$ cat src/design/tdld_pkg.sv
// ----------------------------------------------------------------------------
// tdld_pkg
// Shared types, constants and helpers of the DPCM line decoder.
// ----------------------------------------------------------------------------
package tdld_pkg;

	// longest line in byte pairs, and the counter width that indexes it
	localparam int MAX_PAIRS = 2048;
	localparam int PAIR_W    = $clog2(MAX_PAIRS);
	localparam int LEN_W     = 12;

	// configuration port geometry: 64-bit registers at 8-byte spacing
	localparam int ADDR_W = 5;
	localparam int DATA_W = 64;

	// register indexes, taken from paddr[4:3]
	localparam logic [1:0] REG_DELTA_LOW  = 2'd0;
	localparam logic [1:0] REG_DELTA_HIGH = 2'd1;
	localparam logic [1:0] REG_PAIRS      = 2'd2;

	// reset line length in byte pairs
	localparam logic [LEN_W-1:0] PAIRS_RESET = LEN_W'(2);

	typedef struct packed {
		logic [15:0][7:0]   delta;
		logic [LEN_W-1:0]   pairs;
	} cfg_t;

	typedef struct packed {
		logic [7:0] luma;
		logic [7:0] chroma;
		logic       is_v;
		logic       line_end;
	} result_t;

	// signed delta entry as a raw byte, added modulo 256
	function automatic logic [7:0] delta_of(input logic [15:0][7:0] delta,
			input logic [3:0] idx);
		return delta[idx];
	endfunction

	// effective line length, clamped to the supported range
	function automatic logic [LEN_W-1:0] line_pairs(input logic [LEN_W-1:0] p);
		logic [LEN_W-1:0] r;
		r = p;
		if (r < LEN_W'(2)) begin
			r = LEN_W'(2);
		end
		if (r > LEN_W'(MAX_PAIRS)) begin
			r = LEN_W'(MAX_PAIRS);
		end
		return r;
	endfunction

endpackage

$ cat src/design/tdld_stream_if.sv
// ----------------------------------------------------------------------------
// tdld_stream_if
// Valid/ready channels for coded bytes in and decoded samples out.
// ----------------------------------------------------------------------------
interface tdld_code_if;
	logic       valid;
	logic       ready;
	logic [7:0] code_byte;

	modport source (output valid, output code_byte, input ready);
	modport sink (input valid, input code_byte, output ready);
endinterface

interface tdld_sample_if;
	logic       valid;
	logic       ready;
	logic [7:0] luma_sample;
	logic [7:0] chroma_sample;
	logic       chroma_is_v;
	logic       line_end;

	modport source (output valid, output luma_sample, output chroma_sample,
		output chroma_is_v, output line_end, input ready);
	modport sink (input valid, input luma_sample, input chroma_sample,
		input chroma_is_v, input line_end, output ready);
endinterface

$ cat src/design/tdld_predictor.sv
// ----------------------------------------------------------------------------
// tdld_predictor
// Predictor state and per-byte DPCM update for luma, U and V.
// ----------------------------------------------------------------------------
module tdld_predictor (
	input  logic              clk,
	input  logic              arst_n,
	input  logic              step,
	input  logic [7:0]        code,
	input  tdld_pkg::cfg_t    cfg,
	output tdld_pkg::result_t res
);

	logic [7:0]                  luma_q;
	logic [7:0]                  u_q;
	logic [7:0]                  v_q;
	logic [tdld_pkg::PAIR_W-1:0] pair_q;
	logic                        odd_q;

	logic [7:0]                  luma_n;
	logic [7:0]                  u_n;
	logic [7:0]                  v_n;
	logic [tdld_pkg::PAIR_W-1:0] pair_n;
	logic                        line_end;
	logic                        start;
	logic [3:0]                  hi;
	logic [3:0]                  lo;
	logic [7:0]                  d_hi;
	logic [7:0]                  d_lo;
	logic [tdld_pkg::LEN_W-1:0]  next_pos;

	assign hi       = code[7:4];
	assign lo       = code[3:0];
	assign start    = (pair_q == '0);
	assign d_hi     = tdld_pkg::delta_of(cfg.delta, hi);
	assign d_lo     = tdld_pkg::delta_of(cfg.delta, lo);
	assign next_pos = tdld_pkg::LEN_W'(pair_q) + tdld_pkg::LEN_W'(1);

	// next predictor values for the byte at hand
	always_comb begin
		luma_n   = luma_q + d_lo;
		u_n      = u_q;
		v_n      = v_q;
		pair_n   = pair_q;
		line_end = 1'b0;
		if (!odd_q) begin
			if (start) begin
				u_n    = {hi, 4'h0};
				luma_n = {lo, 4'h0};
			end else begin
				u_n = u_q + d_hi;
			end
		end else begin
			v_n = start ? {hi, 4'h0} : v_q + d_hi;
			if (next_pos >= tdld_pkg::line_pairs(cfg.pairs)) begin
				line_end = 1'b1;
				pair_n   = '0;
			end else begin
				pair_n = next_pos[tdld_pkg::PAIR_W-1:0];
			end
		end
	end

	assign res.luma     = luma_n;
	assign res.chroma   = odd_q ? v_n : u_n;
	assign res.is_v     = odd_q;
	assign res.line_end = line_end;

	// predictor state, advanced once per decoded byte
	always_ff @(posedge clk or negedge arst_n) begin
		if (!arst_n) begin
			luma_q <= '0;
			u_q    <= '0;
			v_q    <= '0;
			pair_q <= '0;
			odd_q  <= 1'b0;
		end else if (step) begin
			luma_q <= luma_n;
			u_q    <= u_n;
			v_q    <= v_n;
			pair_q <= pair_n;
			odd_q  <= ~odd_q;
		end
	end

	// a U byte leaves the pair position alone
	a_u_keeps_pair: assert property (@(posedge clk) disable iff (!arst_n)
		step && !odd_q |=> odd_q && $stable(pair_q))
		else $error("pair position moved on a U byte");

	// a line end returns to the first U byte of a line
	a_end_restarts: assert property (@(posedge clk) disable iff (!arst_n)
		step && line_end |=> pair_q == '0 && !odd_q)
		else $error("line end did not restart the line");

	// line end only ever flags a V byte
	a_end_on_v: assert property (@(posedge clk) disable iff (!arst_n)
		line_end |-> odd_q)
		else $error("line end on a U byte");

endmodule

$ cat src/design/table_dpcm_yuv422_line_decoder.sv
// ----------------------------------------------------------------------------
// table_dpcm_yuv422_line_decoder
// Table-driven DPCM decoder for a YUV 4:2:2 line, one coded byte per sample.
// ----------------------------------------------------------------------------
// Takes one coded byte per cycle and returns one result per byte (luma and U
// on even bytes, luma and V on odd bytes). The byte is captured in an input
// register, the 8-bit table add per component sits between that register and
// the result register, and the result register lets the next byte enter
// while a result waits to be taken, so the sustained rate is one byte per
// clock while the receiver takes results. Registers sit on a 64-bit port at
// byte addresses 0 (deltas 0..7), 8 (deltas 8..15) and 16 (pairs per line);
// write them only while no byte is in flight. No clearing pass after reset.
module table_dpcm_yuv422_line_decoder (
	input  logic                          clk,
	input  logic                          arst_n,
	input  logic                          psel,
	input  logic                          penable,
	input  logic                          pwrite,
	input  logic [tdld_pkg::ADDR_W-1:0]   paddr,
	input  logic [tdld_pkg::DATA_W-1:0]   pwdata,
	output logic [tdld_pkg::DATA_W-1:0]   prdata,
	output logic                          pready,
	tdld_code_if.sink                     code_in,
	tdld_sample_if.source                 sample_out
);

	logic [63:0]                 delta_low_q;
	logic [63:0]                 delta_high_q;
	logic [tdld_pkg::LEN_W-1:0]  pairs_q;
	logic [1:0]                  reg_idx;
	logic                        cfg_wr;
	tdld_pkg::cfg_t              cfg;

	logic                        valid_s1;
	logic [7:0]                  code_s1;
	logic                        valid_s2;
	tdld_pkg::result_t           result_s2;
	tdld_pkg::result_t           res;
	logic                        advance;
	logic                        in_take;

	// configuration registers
	assign pready  = 1'b1;
	assign reg_idx = paddr[4:3];
	assign cfg_wr  = psel && penable && pwrite && pready;

	always_ff @(posedge clk or negedge arst_n) begin
		if (!arst_n) begin
			delta_low_q  <= '0;
			delta_high_q <= '0;
			pairs_q      <= tdld_pkg::PAIRS_RESET;
		end else if (cfg_wr) begin
			unique case (reg_idx)
				tdld_pkg::REG_DELTA_LOW:  delta_low_q  <= pwdata;
				tdld_pkg::REG_DELTA_HIGH: delta_high_q <= pwdata;
				tdld_pkg::REG_PAIRS:      pairs_q      <= pwdata[tdld_pkg::LEN_W-1:0];
				default: ;
			endcase
		end
	end

	// register read back
	always_comb begin
		unique case (reg_idx)
			tdld_pkg::REG_DELTA_LOW:  prdata = delta_low_q;
			tdld_pkg::REG_DELTA_HIGH: prdata = delta_high_q;
			tdld_pkg::REG_PAIRS:      prdata = tdld_pkg::DATA_W'(pairs_q);
			default:                  prdata = '0;
		endcase
	end

	assign cfg.delta = {delta_high_q, delta_low_q};
	assign cfg.pairs = pairs_q;

	// pipeline control: byte moves into the result register when it is free
	assign advance       = valid_s1 && (!valid_s2 || sample_out.ready);
	assign code_in.ready = !valid_s1 || advance;
	assign in_take       = code_in.valid && code_in.ready;

	// input register
	always_ff @(posedge clk or negedge arst_n) begin
		if (!arst_n) begin
			valid_s1 <= 1'b0;
		end else if (in_take) begin
			valid_s1 <= 1'b1;
		end else if (advance) begin
			valid_s1 <= 1'b0;
		end
	end

	always_ff @(posedge clk) begin
		if (in_take) begin
			code_s1 <= code_in.code_byte;
		end
	end

	tdld_predictor u_predictor (
		.clk    (clk),
		.arst_n (arst_n),
		.step   (advance),
		.code   (code_s1),
		.cfg    (cfg),
		.res    (res)
	);

	// result register
	always_ff @(posedge clk or negedge arst_n) begin
		if (!arst_n) begin
			valid_s2 <= 1'b0;
		end else if (advance) begin
			valid_s2 <= 1'b1;
		end else if (sample_out.ready) begin
			valid_s2 <= 1'b0;
		end
	end

	always_ff @(posedge clk) begin
		if (advance) begin
			result_s2 <= res;
		end
	end

	assign sample_out.valid         = valid_s2;
	assign sample_out.luma_sample   = result_s2.luma;
	assign sample_out.chroma_sample = result_s2.chroma;
	assign sample_out.chroma_is_v   = result_s2.is_v;
	assign sample_out.line_end      = result_s2.line_end;

	// a byte stalled in the input register keeps its value
	a_s1_hold: assert property (@(posedge clk) disable iff (!arst_n)
		valid_s1 && !advance |=> valid_s1 && $stable(code_s1))
		else $error("input register lost a stalled byte");

	// a result taken by the predictor always lands in the result register
	a_s2_fill: assert property (@(posedge clk) disable iff (!arst_n)
		advance |=> valid_s2)
		else $error("result register missed a decoded byte");

	// an accepted byte always occupies the input register
	a_s1_fill: assert property (@(posedge clk) disable iff (!arst_n)
		in_take |=> valid_s1)
		else $error("accepted byte not held in input register");

endmodule

$ cat src/flat_wrapper.sv
// flat-port wrapper written by rule: the top's interface ports become plain ports
module table_dpcm_yuv422_line_decoder_flat 
  (clk, arst_n, psel, penable, pwrite, paddr, pwdata, prdata, pready, code_in_valid, code_in_code_byte, code_in_ready, sample_out_valid, sample_out_luma_sample, sample_out_chroma_sample, sample_out_chroma_is_v, sample_out_line_end, sample_out_ready);
  tdld_code_if code_in_i ();
  tdld_sample_if sample_out_i ();
  input  logic clk;
  input  logic arst_n;
  input  logic psel;
  input  logic penable;
  input  logic pwrite;
  input  logic [tdld_pkg::ADDR_W-1:0] paddr;
  input  logic [tdld_pkg::DATA_W-1:0] pwdata;
  output logic [tdld_pkg::DATA_W-1:0] prdata;
  output logic pready;
  input wire logic [$bits(code_in_i.valid)-1:0] code_in_valid;
  input wire logic [$bits(code_in_i.code_byte)-1:0] code_in_code_byte;
  output wire logic [$bits(code_in_i.ready)-1:0] code_in_ready;
  output wire logic [$bits(sample_out_i.valid)-1:0] sample_out_valid;
  output wire logic [$bits(sample_out_i.luma_sample)-1:0] sample_out_luma_sample;
  output wire logic [$bits(sample_out_i.chroma_sample)-1:0] sample_out_chroma_sample;
  output wire logic [$bits(sample_out_i.chroma_is_v)-1:0] sample_out_chroma_is_v;
  output wire logic [$bits(sample_out_i.line_end)-1:0] sample_out_line_end;
  input wire logic [$bits(sample_out_i.ready)-1:0] sample_out_ready;
  assign code_in_i.valid = code_in_valid;
  assign code_in_i.code_byte = code_in_code_byte;
  assign code_in_ready = code_in_i.ready;
  assign sample_out_valid = sample_out_i.valid;
  assign sample_out_luma_sample = sample_out_i.luma_sample;
  assign sample_out_chroma_sample = sample_out_i.chroma_sample;
  assign sample_out_chroma_is_v = sample_out_i.chroma_is_v;
  assign sample_out_line_end = sample_out_i.line_end;
  assign sample_out_i.ready = sample_out_ready;
  table_dpcm_yuv422_line_decoder u_core (.clk(clk), .arst_n(arst_n), .psel(psel), .penable(penable), .pwrite(pwrite), .paddr(paddr), .pwdata(pwdata), .prdata(prdata), .pready(pready), .code_in(code_in_i), .sample_out(sample_out_i));
endmodule
$ cat config.mk
export PLATFORM = sky130hd
export DESIGN_NAME = table_dpcm_yuv422_line_decoder_flat
export DESIGN_NICKNAME = d
export VERILOG_FILES = /design/src/design/tdld_pkg.sv /design/src/design/tdld_stream_if.sv /design/src/design/tdld_predictor.sv /design/src/design/table_dpcm_yuv422_line_decoder.sv /design/src/flat_wrapper.sv
export SDC_FILE = /design/constraint.sdc
export NUM_CORES = 1
export LEC_CHECK = 0
export BUFFER_PORTS_ARGS = -buffer_cell sky130_fd_sc_hd__buf_2
export CAP_MARGIN = 15
export CORE_MARGIN = 2
export CORE_UTILIZATION = 53
export DETAILED_ROUTE_END_ITERATION = 10
export PLACE_DENSITY = 0.83
export SYNTH_ARGS = -nofsm -noshare
export SYNTH_HDL_FRONTEND = slang
export SYNTH_SLANG_ARGS = --single-unit
$ cat constraint.sdc
create_clock -name clk -period 4.2 [get_ports clk]
set_input_delay 0.42 -clock clk [delete_from_list [all_inputs] [get_ports clk]]
set_output_delay 0.42 -clock clk [all_outputs]
set_load 0.02 [all_outputs]
[Word level (Yosys, flattened, before mapping)]
Cells that the tools add are included.
W data, S select, Z words.
Cells by class
  bitwise operators: 1
  multiplexer cells: 22
  add/sub/neg operators: 4
  reductions and logical operators: 16
  order comparisons: 5
  eq/ne operators: 2
Operators by type and width (count)
  $pmux W64 S3: 1
  $mux W8: 9
  $bmux W8 S4: 2
  $mux W12: 4
  $add A8 B8 Y8: 3
  $add A11 B1 Y12 const B: 1
  $ge A12 B12 Y1: 1
  $gt A12 B12 Y1 const B: 1
  $lt A12 B2 Y1 const B: 1
  $logic_not A11 Y1: 1
  $mux W11: 1
  $lt A4 B5 Y1 const B: 2
  $reduce_and A2 Y1: 4
  $mux W1: 5
  $logic_and A1 B1 Y1: 4
  $reduce_bool A2 Y1: 2
  $eq A2 B1 Y1 const B: 1
  $eq A2 B2 Y1 const B: 1
  $logic_not A1 Y1: 2
  $logic_not A2 Y1: 1
  $logic_or A1 B1 Y1: 2
  $not A1 Y1: 1
Storage, ports and cells
  bits of input ports: 84
  register bits: 204

[Logic depth before layout (Yosys ltp)]
  depth in word-level cells: 8
  gate-level depth with buffers: 15
  depth with buffers taken out: 12

[Cells and area by module]
A second synthesis with hierarchy kept.
Unflattened totals
  cells, all modules: 932
  area, all modules: 12089.1 sq um
By module, submodules not included
  table_dpcm_yuv422_line_decoder: area each 7203.2 sq um, times used 1, sequential area each 4335.4 sq um, cells each 490
  tdld_predictor: area each 4885.9 sq um, times used 1, sequential area each 900.9 sq um, cells each 442

[Worst setup path after synthesis]
No wires, ideal clock.
  path type: reg2reg
  start point: reg u_core.code_s1[4]
  end point: reg u_core.result_s2, in the netlist u_core.sample_out.chroma_sample[7], data pin
  arrival time: 3718 ps
  cell stages (with the launch flop): 15
  buffers on the path: 3
  required time: 3941 ps
  path slack: 223 ps
  clock period less this slack: 3977 ps
  cell sequence: edfxtp_1 -> buf_2 -> buf_1 -> clkbuf_1 -> mux4_2 -> mux4_2 -> ha_1 -> a21oi_1 -> o21ai_1 -> or4_1 -> a31oi_1 -> xor2_1 -> xnor2_1 -> nand3_1 -> nand3_1
RTL lines
  from (decl): line table_dpcm_yuv422_line_decoder.sv:35  | logic [7:0] code_s1;
  from (signal assigned): line table_dpcm_yuv422_line_decoder.sv:93  | code_s1 <= code_in.code_byte;
  to (signal assigned): line table_dpcm_yuv422_line_decoder.sv:119  | result_s2 <= res;
  to (decl): line table_dpcm_yuv422_line_decoder.sv:37  | tdld_pkg::result_t result_s2;

==> summary.log <==
INFO  sta            setup_viol=0
INFO  clock_tree     insertion_delay=520ps
INFO  logic_synthesis synth.yosys.seq_area_share=0.440
INFO  clock_tree     clock-sinks=204
INFO  clock_tree     cts.htree.levels=1
INFO  power          p_clk_frac=0.241
INFO  clock_tree     clk_pin_slew=60ps
INFO  sta            timing_worst_slew_pin_value=989ps
INFO  finish         layout.nets=1230
INFO  logic_synthesis synth_most_common_cell=dfrtp_1
INFO  finish         n_fill_cell=1611
INFO  finish         antenna-diode-count=0
INFO  logic_synthesis synthArstFlopShare=0.873
INFO  setup_path     critical_path_arrival=4180ps
INFO  power          cellPowerDensity=605nW/µm²
INFO  floorplanning  dieHeight=154µm
INFO  power          switch_share=0.364
INFO  finish         drive_gt1_frac=0.383
INFO  logic_synthesis synth_ff_type=dfrtp_1
INFO  run_status     run_status=complete, no violations
INFO  logic_synthesis yosysTopAreaCellShare=0.372
INFO  placed_design  hpwl=22200µm
INFO  floorplanning  dieArea=23700µm²
INFO  grt            largest_net_degree_at_the_start_of_global_routing=103
INFO  logic_synthesis synth_seq_cells=204
INFO  flow_run       timing.max_cap.violations=0
INFO  sta            finClkSkew=24.8ps
INFO  sta            slew_violations=0
INFO  finish         non_filler_instances=1404
INFO  logic_synthesis syn_area=11900µm²
INFO  sta            setup_total_negative_slack=0ps
INFO  logic_synthesis synth.cells.most_frequent=dfrtp_1 (177), mux2_2 (131), nor2_1 (88), nand2_1 (81), mux4_2 (79)
INFO  logic_synthesis yosys_warnings=0
INFO  power          p_leak=6.30nW
INFO  route          drt-pass1-iter-count=5
INFO  route          drt_drc_violations_left=0
INFO  clock_tree     post_cts.repair.setup_buffers=0
INFO  power          seqPwrFrac=0.376
INFO  clock_tree     ctsRootBufferMaster=clkbuf_16
INFO  logic_synthesis synth_nets=1086
INFO  power          net_sw_power=3.05mW
INFO  sta            hold_violations=0
INFO  clock_tree     cts-buffers-inserted=22
INFO  route          vias=8772
INFO  setup_path     cp.required=4450ps
INFO  logic_synthesis synth_top_cell_by_area=dfrtp_1
INFO  route          per_cell_routed_wire_length=22.4µm
INFO  route          dr.first_iter.drc_count=774
INFO  sta            fmax=255MHz
INFO  logic_synthesis synth.distinct_cells=46
INFO  sta            rsz0062_at_grt=no
INFO  placed_design  gp_routability_congestion=0.921
INFO  clock_tree     cts_tree=done
INFO  sta            min_period=3930ps
INFO  worst_hold_path worstHoldPathType=input pin to flip-flop
INFO  sta            timing.slew.headroom=0.337
INFO  sta            period_share=0.935
INFO  setup_path     crit_type=flip-flop to flip-flop
INFO  placed_design  numPortBuffers=164
INFO  placed_design  placedCellCount=1363
INFO  route          via_per_inst=6.25
INFO  grt            wire_length_of_the_first_global_routing_pass=50000µm
INFO  grt            total_routing_resource_utilization_after_global_routing=0.270
INFO  power          p_int=5.33mW
INFO  clock_tree     postCtsResizedCells=0
INFO  setup_path     r2r_setup_slack=270ps
INFO  logic_synthesis synth_enable_flop_cells=26
INFO  grt            antenna_violations_before_repair=1
INFO  clock_tree     max-clock-path-buffers=3
INFO  logic_synthesis syn_area_per_cell=12.4µm²
INFO  floorplanning  rows=54
INFO  grt            global_route.overflow_total=0
INFO  power          share_comb_of_total_power=0.383
INFO  power          ir_worst_vdd=374µV
INFO  floorplanning  top_level_i_o_count=169
INFO  logic_synthesis area_contributors_post_synth=dfrtp_1 (37%), mux4_2 (15%), mux2_2 (12%)
INFO  setup_path     timing.critical_path.from_type=flip-flop
INFO  setup_path     endpoint_kind=flip-flop
INFO  floorplanning  start_util=0.542
INFO  grt            grt_pass1_vias=8930
INFO  finish         layout.area.seq=5240µm²
INFO  finish         synthToLayoutAreaGrowth=16.2%
INFO  route          postRouteWirelength=31400µm
INFO  clock_tree     cts_hold_buffers=1
INFO  floorplanning  core_region_area=22000µm²
INFO  route          detail-route-antenna-nets=0
INFO  setup_path     worst-path-max-fanout=7
INFO  floorplanning  die_width=154µm
INFO  finish         multiInputGateArea=6390µm²
INFO  logic_synthesis synthesis.instances=964
power by group through the flow:
stage | sequential [mW] | clock, mW | combinational (mW)
floorplan | 3.07 | 0 | 2.29
global placement | 3.10 | 0 | 3.06
detailed placement | 3.15 | 0 | 3.17
CTS | 3.13 | 2.04 | 3.20
global route | 3.21 | 2.13 | 3.52
finish | 3.15 | 2.02 | 3.21
per-stage QoR:
step | util | total power, mW | area [µm²] | setup slack [ps] | hold slack (ps)
finish | 0.630 | 8.38 | 13800 | 273 | 72.2
global placement | 0.595 | 6.16 | 13100 | 419 | 460
detailed placement | 0.595 | 6.32 | 13100 | 308 | 463
floorplan | - | 5.36 | 11900 | 223 | 124
global route | 0.630 | 8.86 | 13800 | 116 | 61.3
CTS | 0.630 | 8.36 | 13800 | 294 | 64.2
final timing paths:
path / depth (start not counted) / to / from
worst max-delay path: 11 / u_core.sample_out.chroma_sample[7] / u_core.code_s1[5]
worst min-delay path: 1 / u_core.code_s1[2] / code_in_code_byte[2]
worst max register to register: 11 / u_core.sample_out.chroma_sample[7] / u_core.code_s1[5]
worst min register to register: 2 / u_core.u_predictor.v_q[0] / u_core.u_predictor.v_q[0]
max in group asynchronous: 3 / u_core.delta_low_q[43] / arst_n
min in group asynchronous: 2 / u_core.u_predictor.pair_q[3] / arst_n
layout by cell type (no fill, tap or decap), types with 2 or more instances in the layout:
master	n
dfrtp_1	177
buf_2	162
mux2_2	131
nor2_1	88
nand2_1	80
mux4_2	79
mux2i_1	68
ha_1	35
o21ai_0	27
edfxtp_1	26
clkbuf_16	24
a21oi_1	23
xnor2_1	18
nand3_1	17
inv_1	12
o21ai_1	12
buf_4	12
a21o_1	11
xor2_1	10
mux2_1	10
nand2b_1	8
and3_1	6
nand4_1	6
o21a_1	6
o31ai_1	6
buf_12	6
nor2b_1	5
o21bai_1	5
nor4_1	4
nor3_1	4
a211oi_1	4
clkinv_2	4
clkbuf_1	4
clkinv_1	3
a31oi_1	3
fa_1	3
clkbuf_8	3
a22o_1	2
bufinv_16	2
clkinvlp_4	2
critical path, cell delays in order, from the launching register on:
cell	delay [ps]
edfxtp_1	620
mux4_2	620
mux4_2	560
ha_1	320
a21oi_1	210
o21ai_1	130
or4_1	430
a31oi_1	220
xor2_1	290
xnor2_1	100
nand3_1	80
nand3_1	70
logic make-up (layout without fill, tap and decap cells):
kind of cell / after synthesis / after routing / synth area share
xor+xnor: 28 / 28 / 0.0206
fa+ha+maj: 38 / 38 / 0.0418
simple gates: 224 / 224 / 0.0801
buf+inv: 77 / 237 / 0.0252
flops: 204 / 204 / 0.440
compound gates: 104 / 104 / 0.0525
mux: 288 / 288 / 0.340
other cells: 1 / 1 / 0.000315
flip-flops by register name, summed over array words and instances, names as in the netlist, 8 cells and up:
| register | cells |
|---|---|
| u_core.pairs_q | 12 |
| u_core.delta_high_q | 64 |
| u_core.u_predictor.v_q | 8 |
| u_core.u_predictor.luma_q | 8 |
| u_core.u_predictor.pair_q | 11 |
| u_core.sample_out.chroma_sample | 8 |
| u_core.delta_low_q | 64 |
| u_core.u_predictor.u_q | 8 |
| u_core.code_s1 | 8 |
| u_core.sample_out.luma_sample | 8 |
area by class of cell:
type | instances | area share
inverter | 15 | 0.00407
multi-input combinational | 683 | 0.461
timing repair buffer | 182 | 0.0753
sequential | 204 | 0.378
clock inverter | 9 | 0.00805
clock buffer | 31 | 0.0475
tap | 280 | 0.0253
routing by layer:
| metal | global-route usage | vias to the layer above | wire length, µm | share of wire |
|---|---|---|---|---|
| li1 | - | 3848 | - | - |
| met1 | 0.354 | 4375 | 12000 | 0.38 |
| met2 | 0.450 | 449 | 15300 | 0.49 |
| met3 | 0.0465 | 98 | 2510 | 0.080 |
| met4 | 0.114 | 2 | 1540 | 0.049 |
| met5 | 0 | - | 11 | 0.00035 |
Note: power is estimated with default switching activity, not from simulation.
